<file path="config.mk">
export PLATFORM = sky130hd
export DESIGN_NAME = midpoint_circle_generator
export DESIGN_NICKNAME = d
export VERILOG_FILES = /design/src/design/mcg_pkg.sv /design/src/design/midpoint_circle_generator.sv /design/src/design/mcg_front.sv /design/src/design/mcg_back.sv
export SDC_FILE = /design/constraint.sdc
export NUM_CORES = 1
export LEC_CHECK = 0
export ABC_CLOCK_PERIOD_IN_PS = 6200
export BUFFER_PORTS_ARGS = -buffer_cell sky130_fd_sc_hd__buf_2
export CAP_MARGIN = 40
export CORE_ASPECT_RATIO = 1.25
export CORE_MARGIN = 2
export CORE_UTILIZATION = 30
export CTS_BUF_LIST = sky130_fd_sc_hd__clkbuf_8
export DETAILED_ROUTE_END_ITERATION = 16
export GPL_TIMING_DRIVEN = 1
export PLACE_DENSITY = 0.5
export SLEW_MARGIN = 20
export SYNTH_ARGS = -nofsm -noshare
export SYNTH_HDL_FRONTEND = slang
export SYNTH_SLANG_ARGS = --single-unit
</file>
<file path="constraint.sdc">
create_clock -name aclk -period 6.2 [get_ports aclk]
set_clock_uncertainty 0.2 [all_clocks]
set_input_delay 0.93 -clock aclk [delete_from_list [all_inputs] [get_ports aclk]]
set_output_delay 0.93 -clock aclk [all_outputs]
set_load 0.005 [all_outputs]
</file>
<file path="src/design/mcg_pkg.sv">
// Shared types and constants for the midpoint circle generator.
// No dependencies; every other design file imports this package.
package mcg_pkg;

    localparam int CX_W      = 10;
    localparam int CY_W      = 6;
    localparam int RADIUS_W  = 6;
    localparam int OFFSET_W  = 7;
    localparam int DEC_W     = 12;
    localparam int COUNT_W   = 6;

    localparam int MAX_RADIUS  = 63;
    localparam int MAX_RESULTS = 48;

    localparam int S_DATA_W = 24;
    localparam int M_DATA_W = 32;

    typedef struct packed {
        logic                pixel_on;
        logic [RADIUS_W-1:0] radius;
        logic [CY_W-1:0]     center_y;
        logic [CX_W-1:0]     center_x;
    } circle_t;

    typedef struct packed {
        logic                       out_pixel_on;
        logic signed [OFFSET_W-1:0] offset_b;
        logic [OFFSET_W-1:0]        offset_a;
        logic [CY_W-1:0]            out_center_y;
        logic [CX_W-1:0]            out_center_x;
    } point_t;

    // Handshake between the queue and the step engine.
    typedef struct packed {
        logic    valid;
        circle_t circle;
    } queue_out_t;

endpackage

</file>
<file path="src/design/midpoint_circle_generator.sv">
// Top level of the midpoint circle generator.
// Depends on mcg_pkg, mcg_front and mcg_back.
//
// Each request on the s_ channel describes one circle: center, radius and
// pixel value. The block answers with a run of offset pairs (a, b) on the m_
// channel, each carrying the center and pixel value, so downstream logic can
// mirror it into the eight symmetric points. The first pair is (0, radius);
// m_tlast marks the final pair of each circle, which lies just past the
// diagonal. A radius of r gives about 0.71*r + 2 pairs, at most 46.
// The step engine produces one pair per cycle while m_tready does not stall the
// output; each circle is first loaded from the queue while the engine is idle.
// A request is queued, then loaded into the engine; its first pair is registered onto m_tvalid.
// A two-entry request queue lets s_tready stay high while a circle is being
// drawn; it drops only when the queue is full.
// When m_tready is low the output register holds its pair and the step
// engine waits; nothing is lost or repeated.
// Reset (aresetn low at a clock edge) empties the queue, stops the engine
// and drops m_tvalid.
module midpoint_circle_generator import mcg_pkg::*; (
    input  logic                aclk,
    input  logic                aresetn,
    input  logic                s_tvalid,
    output logic                s_tready,
    input  logic [S_DATA_W-1:0] s_tdata,   // center_x, center_y, radius, pixel_on, zero pad
    output logic                m_tvalid,
    input  logic                m_tready,
    output logic [M_DATA_W-1:0] m_tdata,   // out_center_x, out_center_y, offset_a, offset_b,
                                           // out_pixel_on, zero pad
    output logic                m_tlast
);

    queue_out_t q_out;
    logic       q_pop;

    mcg_front u_front (
        .aclk     (aclk),
        .aresetn  (aresetn),
        .s_tvalid (s_tvalid),
        .s_tready (s_tready),
        .s_tdata  (s_tdata),
        .q_out    (q_out),
        .q_pop    (q_pop)
    );

    mcg_back u_back (
        .aclk     (aclk),
        .aresetn  (aresetn),
        .q_in     (q_out),
        .q_pop    (q_pop),
        .m_tvalid (m_tvalid),
        .m_tready (m_tready),
        .m_tdata  (m_tdata),
        .m_tlast  (m_tlast)
    );

endmodule

</file>
<file path="src/design/mcg_front.sv">
// Input side of the circle generator: accepts circle requests, clamps the
// radius and holds them in a two-entry queue. Depends on mcg_pkg.
module mcg_front import mcg_pkg::*; (
    input  logic                aclk,
    input  logic                aresetn,
    input  logic                s_tvalid,
    output logic                s_tready,
    input  logic [S_DATA_W-1:0] s_tdata,   // center_x, center_y, radius, pixel_on, zero pad
    output queue_out_t          q_out,
    input  logic                q_pop
);

    localparam logic [RADIUS_W-1:0] RADIUS_LIMIT = RADIUS_W'(MAX_RADIUS);

    circle_t     entry_reg [2];
    logic        wr_ptr_reg, wr_ptr_next;
    logic        rd_ptr_reg, rd_ptr_next;
    logic [1:0]  count_reg, count_next;
    circle_t     in_circle;
    logic        push;
    logic        pop;

    always_comb begin
        in_circle          = circle_t'(s_tdata[$bits(circle_t)-1:0]);
        if (in_circle.radius > RADIUS_LIMIT) begin
            in_circle.radius = RADIUS_LIMIT;
        end
    end

    assign s_tready = (count_reg != 2'd2);
    assign push     = s_tvalid && s_tready;
    assign pop      = q_pop && (count_reg != 2'd0);

    assign q_out.valid  = (count_reg != 2'd0);
    assign q_out.circle = entry_reg[rd_ptr_reg];

    always_comb begin
        wr_ptr_next = push ? ~wr_ptr_reg : wr_ptr_reg;
        rd_ptr_next = pop ? ~rd_ptr_reg : rd_ptr_reg;
        count_next  = count_reg + 2'(push) - 2'(pop);
    end

    always_ff @(posedge aclk) begin
        if (!aresetn) begin
            wr_ptr_reg <= 1'b0;
            rd_ptr_reg <= 1'b0;
            count_reg  <= 2'd0;
        end else begin
            wr_ptr_reg <= wr_ptr_next;
            rd_ptr_reg <= rd_ptr_next;
            count_reg  <= count_next;
        end
    end

    always_ff @(posedge aclk) begin
        if (push) begin
            entry_reg[wr_ptr_reg] <= in_circle;
        end
    end

endmodule

</file>
<file path="src/design/mcg_back.sv">
// Step engine of the circle generator: runs the midpoint recurrence for one
// circle at a time and drives the registered result channel. Depends on mcg_pkg.
module mcg_back import mcg_pkg::*; (
    input  logic                aclk,
    input  logic                aresetn,
    input  queue_out_t          q_in,
    output logic                q_pop,
    output logic                m_tvalid,
    input  logic                m_tready,
    output logic [M_DATA_W-1:0] m_tdata,   // out_center_x, out_center_y, offset_a, offset_b,
                                           // out_pixel_on, zero pad
    output logic                m_tlast
);

    localparam logic [COUNT_W-1:0] LAST_INDEX = COUNT_W'(MAX_RESULTS - 1);

    logic                       busy_reg, busy_next;
    logic [OFFSET_W-1:0]        a_reg, a_next;
    logic signed [OFFSET_W-1:0] b_reg, b_next;
    logic signed [DEC_W-1:0]    d_reg, d_next;
    logic [COUNT_W-1:0]         k_reg, k_next;
    circle_t                    circle_reg;
    logic                       out_valid_reg, out_valid_next;
    point_t                     out_point_reg;
    logic                       out_last_reg;

    logic                       out_free;
    logic                       emit;
    logic                       is_last;
    logic [OFFSET_W-1:0]        a_inc;
    logic signed [OFFSET_W-1:0] b_step;
    logic signed [DEC_W-1:0]    a_ext, b_ext, d_add, d_init;
    point_t                     cur_point;

    assign out_free = !out_valid_reg || m_tready;
    assign emit     = busy_reg && out_free;
    assign q_pop    = !busy_reg && q_in.valid;

    // The pair just past the diagonal is still emitted, so the test uses b and a
    // of the pair being sent out.
    assign is_last = ($signed({b_reg[OFFSET_W-1], b_reg}) < $signed({1'b0, a_reg}))
                     || (k_reg == LAST_INDEX);

    always_comb begin
        a_inc  = a_reg + OFFSET_W'(1);
        b_step = (d_reg > 0) ? (b_reg - OFFSET_W'(1)) : b_reg;
        a_ext  = $signed({{(DEC_W-OFFSET_W){1'b0}}, a_inc});
        b_ext  = $signed({{(DEC_W-OFFSET_W){b_step[OFFSET_W-1]}}, b_step});
        if (d_reg > 0) begin
            d_add = ((a_ext - b_ext) <<< 2) + DEC_W'(10);
        end else begin
            d_add = (a_ext <<< 2) + DEC_W'(6);
        end
        d_init = DEC_W'(3) - (DEC_W'(q_in.circle.radius) <<< 1);
    end

    always_comb begin
        cur_point.out_center_x = circle_reg.center_x;
        cur_point.out_center_y = circle_reg.center_y;
        cur_point.offset_a     = a_reg;
        cur_point.offset_b     = b_reg;
        cur_point.out_pixel_on = circle_reg.pixel_on;
    end

    always_comb begin
        busy_next      = busy_reg;
        a_next         = a_reg;
        b_next         = b_reg;
        d_next         = d_reg;
        k_next         = k_reg;
        out_valid_next = out_valid_reg && !m_tready;
        priority if (emit) begin
            out_valid_next = 1'b1;
            a_next         = a_inc;
            b_next         = b_step;
            d_next         = d_reg + d_add;
            k_next         = k_reg + COUNT_W'(1);
            busy_next      = !is_last;
        end else if (q_pop) begin
            busy_next = 1'b1;
            a_next    = '0;
            b_next    = $signed({1'b0, q_in.circle.radius});
            d_next    = d_init;
            k_next    = '0;
        end
    end

    always_ff @(posedge aclk) begin
        if (!aresetn) begin
            busy_reg      <= 1'b0;
            out_valid_reg <= 1'b0;
            a_reg         <= '0;
            b_reg         <= '0;
            d_reg         <= '0;
            k_reg         <= '0;
        end else begin
            busy_reg      <= busy_next;
            out_valid_reg <= out_valid_next;
            a_reg         <= a_next;
            b_reg         <= b_next;
            d_reg         <= d_next;
            k_reg         <= k_next;
        end
    end

    always_ff @(posedge aclk) begin
        if (q_pop) begin
            circle_reg <= q_in.circle;
        end
        if (emit) begin
            out_point_reg <= cur_point;
            out_last_reg  <= is_last;
        end
    end

    assign m_tvalid = out_valid_reg;
    assign m_tdata  = M_DATA_W'(out_point_reg);
    assign m_tlast  = out_last_reg;

endmodule
</file>
==> summary.txt <==
Worst setup path
  – Critical-path maximum fanout: 6
  – CP startpoint kind: flop
  – Crit-path most repeated cell: a21oi_1
  – Arrival time at the worst endpoint: 5810 ps
  – Worst endpoint required time: 6340 ps
  – CP endpoint kind: flop
  – Slowest cell on the critical path: a2111oi_0
  – Critical-path cell list: nor3_1 -> a31oi_1 -> xnor2_1 -> ha_1 -> fa_1 -> inv_1 -> a21oi_1 -> nand2_1 -> a2111oi_0 -> nor2_1 -> xnor2_1 -> or3_1 -> nand3_1 -> o21ai_0 -> ha_1 -> a21oi_1 -> o21ai_0 -> a31oi_1 -> nor3_1 -> mux2i_1 -> a21oi_1
  – Critical path type: flop to flop
  – Worst path max stage delay: 710 ps

STA
  – Final worst path period need: 5670 ps
  – Fin Hold WS: 223 ps
  – Final WS setup: 531 ps
  – Max Clk Rate: 0.176 GHz
  – Worst-margin pin slew: 781 ps
  – RSZ-0062 raised after global routing: no
  – Finish-stage setup viols: 0
  – Max-Slew Margin vs Limit: 0.474
  – Final TNS setup: 0 ps
  – Final Cycle Share: 0.914
  – Final hold vios: 0
  – Final Max Slew Viols: 0

CTS
  – CTS Hold Buffers Added: 0
  – Post-CTS sizing: 0
  – Postcts setup bufs: 0
  – TritonCTS buffer count: 17
  – CTS tree: built
  – Maximum clock path buffer count: 2
  – CTS root buffer: clkbuf_8
  – CTS Sinks: 134
  – Clk_lat worst skew: 460 ps
  – H-tree Lvls: 4
  – Worst-path clk slew: 90 ps

GRT
  – Grt ovf: 0
  – Vias in the first global route: 4,252
  – Pin count of the biggest net entering global routing: 39
  – GRT Overall Usage: 0.130
  – First-pass GRT wire length: 22,000 um
  – Antenna violations before repair: 0

Synthesis
  – Syn nets: 585
  – Asr flop ratio synth: 0
  – Post-synthesis sequential area ratio: 0.581
  – Post-synth top flop: edfxtp_1
  – EDFF count, synth: 95
  – Syn avg cell area: 11.9 um2
  – Ys Warns: 0
  – Register bit count reported by yosys: 134
  – Post-Synthesis Cells: 524
  – Synth cell types: 58
  – Mapped cell area: 0.00625 mm2

Detailed routing
  – Post-DR vias/cell: 4.82
  – Max layer used: met4
  – Vias: 4,223
  – Final wirelength: 13,700 um
  – M1 WL: 5750 um
  – Post-route ant nets: 0
  – Met3 WL: 890 um
  – Post-route DRC: 0
  – Initial DRC Count: 224
  – DRT Pass-1 Iters: 5
  – Routed WL per cell: 15.7 um
  – Routed wl met2: 6750 um

Power and ir drop
  – Switch share: 0.411
  – Reg power frac: 0.296
  – Overall Power: 4740 uW
  – Clock power share: 0.166
  – VDD IR max: 0.000263 V
  – Pwr/cell area: 648 mW/mm2
  – Total internal power: 2800 uW
  – Net Switching: 1950 uW
  – Static leakage: 0.00281 uW
  – Gate power share: 0.538

Floorplanning
  – Row cnt: 59
  – I/O Pins: 63
  – Die Area: 0.0220 mm2
  – Initial Util: 0.303
  – Die Ht: 165 um
  – Die W: 133 um
  – Core Region: 0.0207 mm2

Final layout
  – Final Non-Filler Cells: 877
  – Antenna diode count: 0
  – Area grow syn2layout: 17.0%
  – Max reg flops: 46
  – Proportion of layout cells with a drive suffix above 1: 0.227
  – Total Nets Final: 651

Placement
  – Pre-CTS setup slack: 603 ps
  – DP Wirelength: 9450 um
  – Gpl congestion: 0.835
  – Port Buffers: 60
  – Placed cells: 845

Status
  – Status: completed

Min path
  – Min-delay worst type: flop to flop

Job
  – Maxcap violations: 0
## through the flow
step            util  area [um2]
2_1_floorplan      -        6250
3_3_place_gp   0.333        6880
3_5_place_dp   0.334        6900
4_1_cts        0.354        7320
5_1_grt        0.354        7320
6_report       0.354        7320
## power by group through the flow
stage | clock network, uW | registers [uW] | logic [uW]
after global placement | 0 | 1420 | 2470
after global routing | 840 | 1430 | 2890
final | 787 | 1400 | 2550
after detailed placement | 0 | 1420 | 2550
after floorplan | 0 | 1390 | 1940
after CTS | 810 | 1410 | 2570
## layer usage
metal  up-vias  global-route usage
li1       2050                   -
met4         0              0.0522
met1      2026               0.147
met5         -                   0
met2       121               0.222
met3        26              0.0495
## cell usage in the layout (no fill, tap or decap), types with 4 or more instances in the layout
master / n
a211oi_1: 9
a21oi_1: 34
a221oi_1: 4
a22oi_1: 10
a31oi_1: 4
and3_1: 4
buf_2: 60
buf_4: 11
bufinv_16: 4
clkbuf_8: 17
dfxtp_1: 39
edfxtp_1: 95
ha_1: 31
inv_1: 31
mux2_2: 18
mux2i_1: 6
nand2_1: 31
nand3_1: 12
nand4_1: 4
nor2_1: 43
nor3_1: 7
nor4_1: 6
o21ai_0: 16
or2_2: 5
or3_1: 4
xnor2_1: 27
xor2_1: 11
## synthesized netlist by cell type, types with 2 or more instances
cell type  instances  area [um2]
nor3_1             7        35.0
mux2_2            18         203
and2_1             3        18.8
ha_1              31         388
nor2_1            45         169
or3_1              4        25.0
mux2i_1            6        60.1
a211oi_1           9        67.6
nand4_1            4        25.0
a2111oi_0          2        17.5
dfxtp_1           39         781
xnor2_1           27         236
nor4_1             6        37.5
clkbuf_1          23        86.3
or2_2              5        31.3
and3_1             4        25.0
o21ai_0           17        85.1
a31o_2             3        26.3
xor2_1            11        96.3
a31oi_1            4        25.0
a21boi_0           2        15.0
nand2b_1           2        12.5
a22oi_1           10        75.1
o21bai_1           3        22.5
inv_1             29         109
a21oi_1           34         170
edfxtp_1          95        2850
nand3_1           12        60.1
fa_1               2        40.0
o211a_1            2        20.0
a221oi_1           4        35.0
nand2_1           31         116
o31ai_1            2        15.0
a21o_1             3        22.5
nor2b_1            2        12.5
## cell families (layout without fill, tap and decap cells)
kind of cell / after synthesis / count (layout) / share of synthesized area
flops: 134 / 134 / 0.581
simple gates: 133 / 133 / 0.105
compound gates: 103 / 103 / 0.109
buf+inv: 55 / 134 / 0.0336
xor+xnor: 39 / 39 / 0.0568
fa+ha+maj: 34 / 34 / 0.0700
mux: 25 / 25 / 0.0444
other cells: 1 / 1 / 0.000600
## layout make-up
class,instances,area [um2]
clock buffers,17,234
clock inverters,15,188
fillers,2078,13300
inverters,30,113
multi-input cells,335,2420
flip-flops and latches,134,3630
well taps,274,343
repair buffers,72,394
## critical path: cells and delay by family, from the launching register on
kind                     cells  cell delay, ps
multiplexers                 1             160
AO/OA/AOI/OAI                8            2170
AND/OR/NAND/NOR              6            1390
adder cells (fa/ha/maj)      3             780
flip-flops                   1             340
buffers and inverters        1              60
XOR/XNOR                     2             460
## worst paths after layout
kind / start / slack, ps / end / cells past startpoint
worst max-delay path: u_back.d_reg[7]$_SDFFE_PN0P_ / 530 / u_back.d_reg[11]$_SDFFE_PN0P_ / 21
worst min-delay path: u_back.circle_reg[8]$_DFFE_PP_ / 220 / u_back.m_tdata[8]$_DFFE_PP_ / 0
worst max register to register: u_back.d_reg[7]$_SDFFE_PN0P_ / 530 / u_back.d_reg[11]$_SDFFE_PN0P_ / 21
worst min register to register: u_back.circle_reg[8]$_DFFE_PP_ / 220 / u_back.m_tdata[8]$_DFFE_PP_ / 0
No activity file was read; power rests on OpenSTA's default activity.
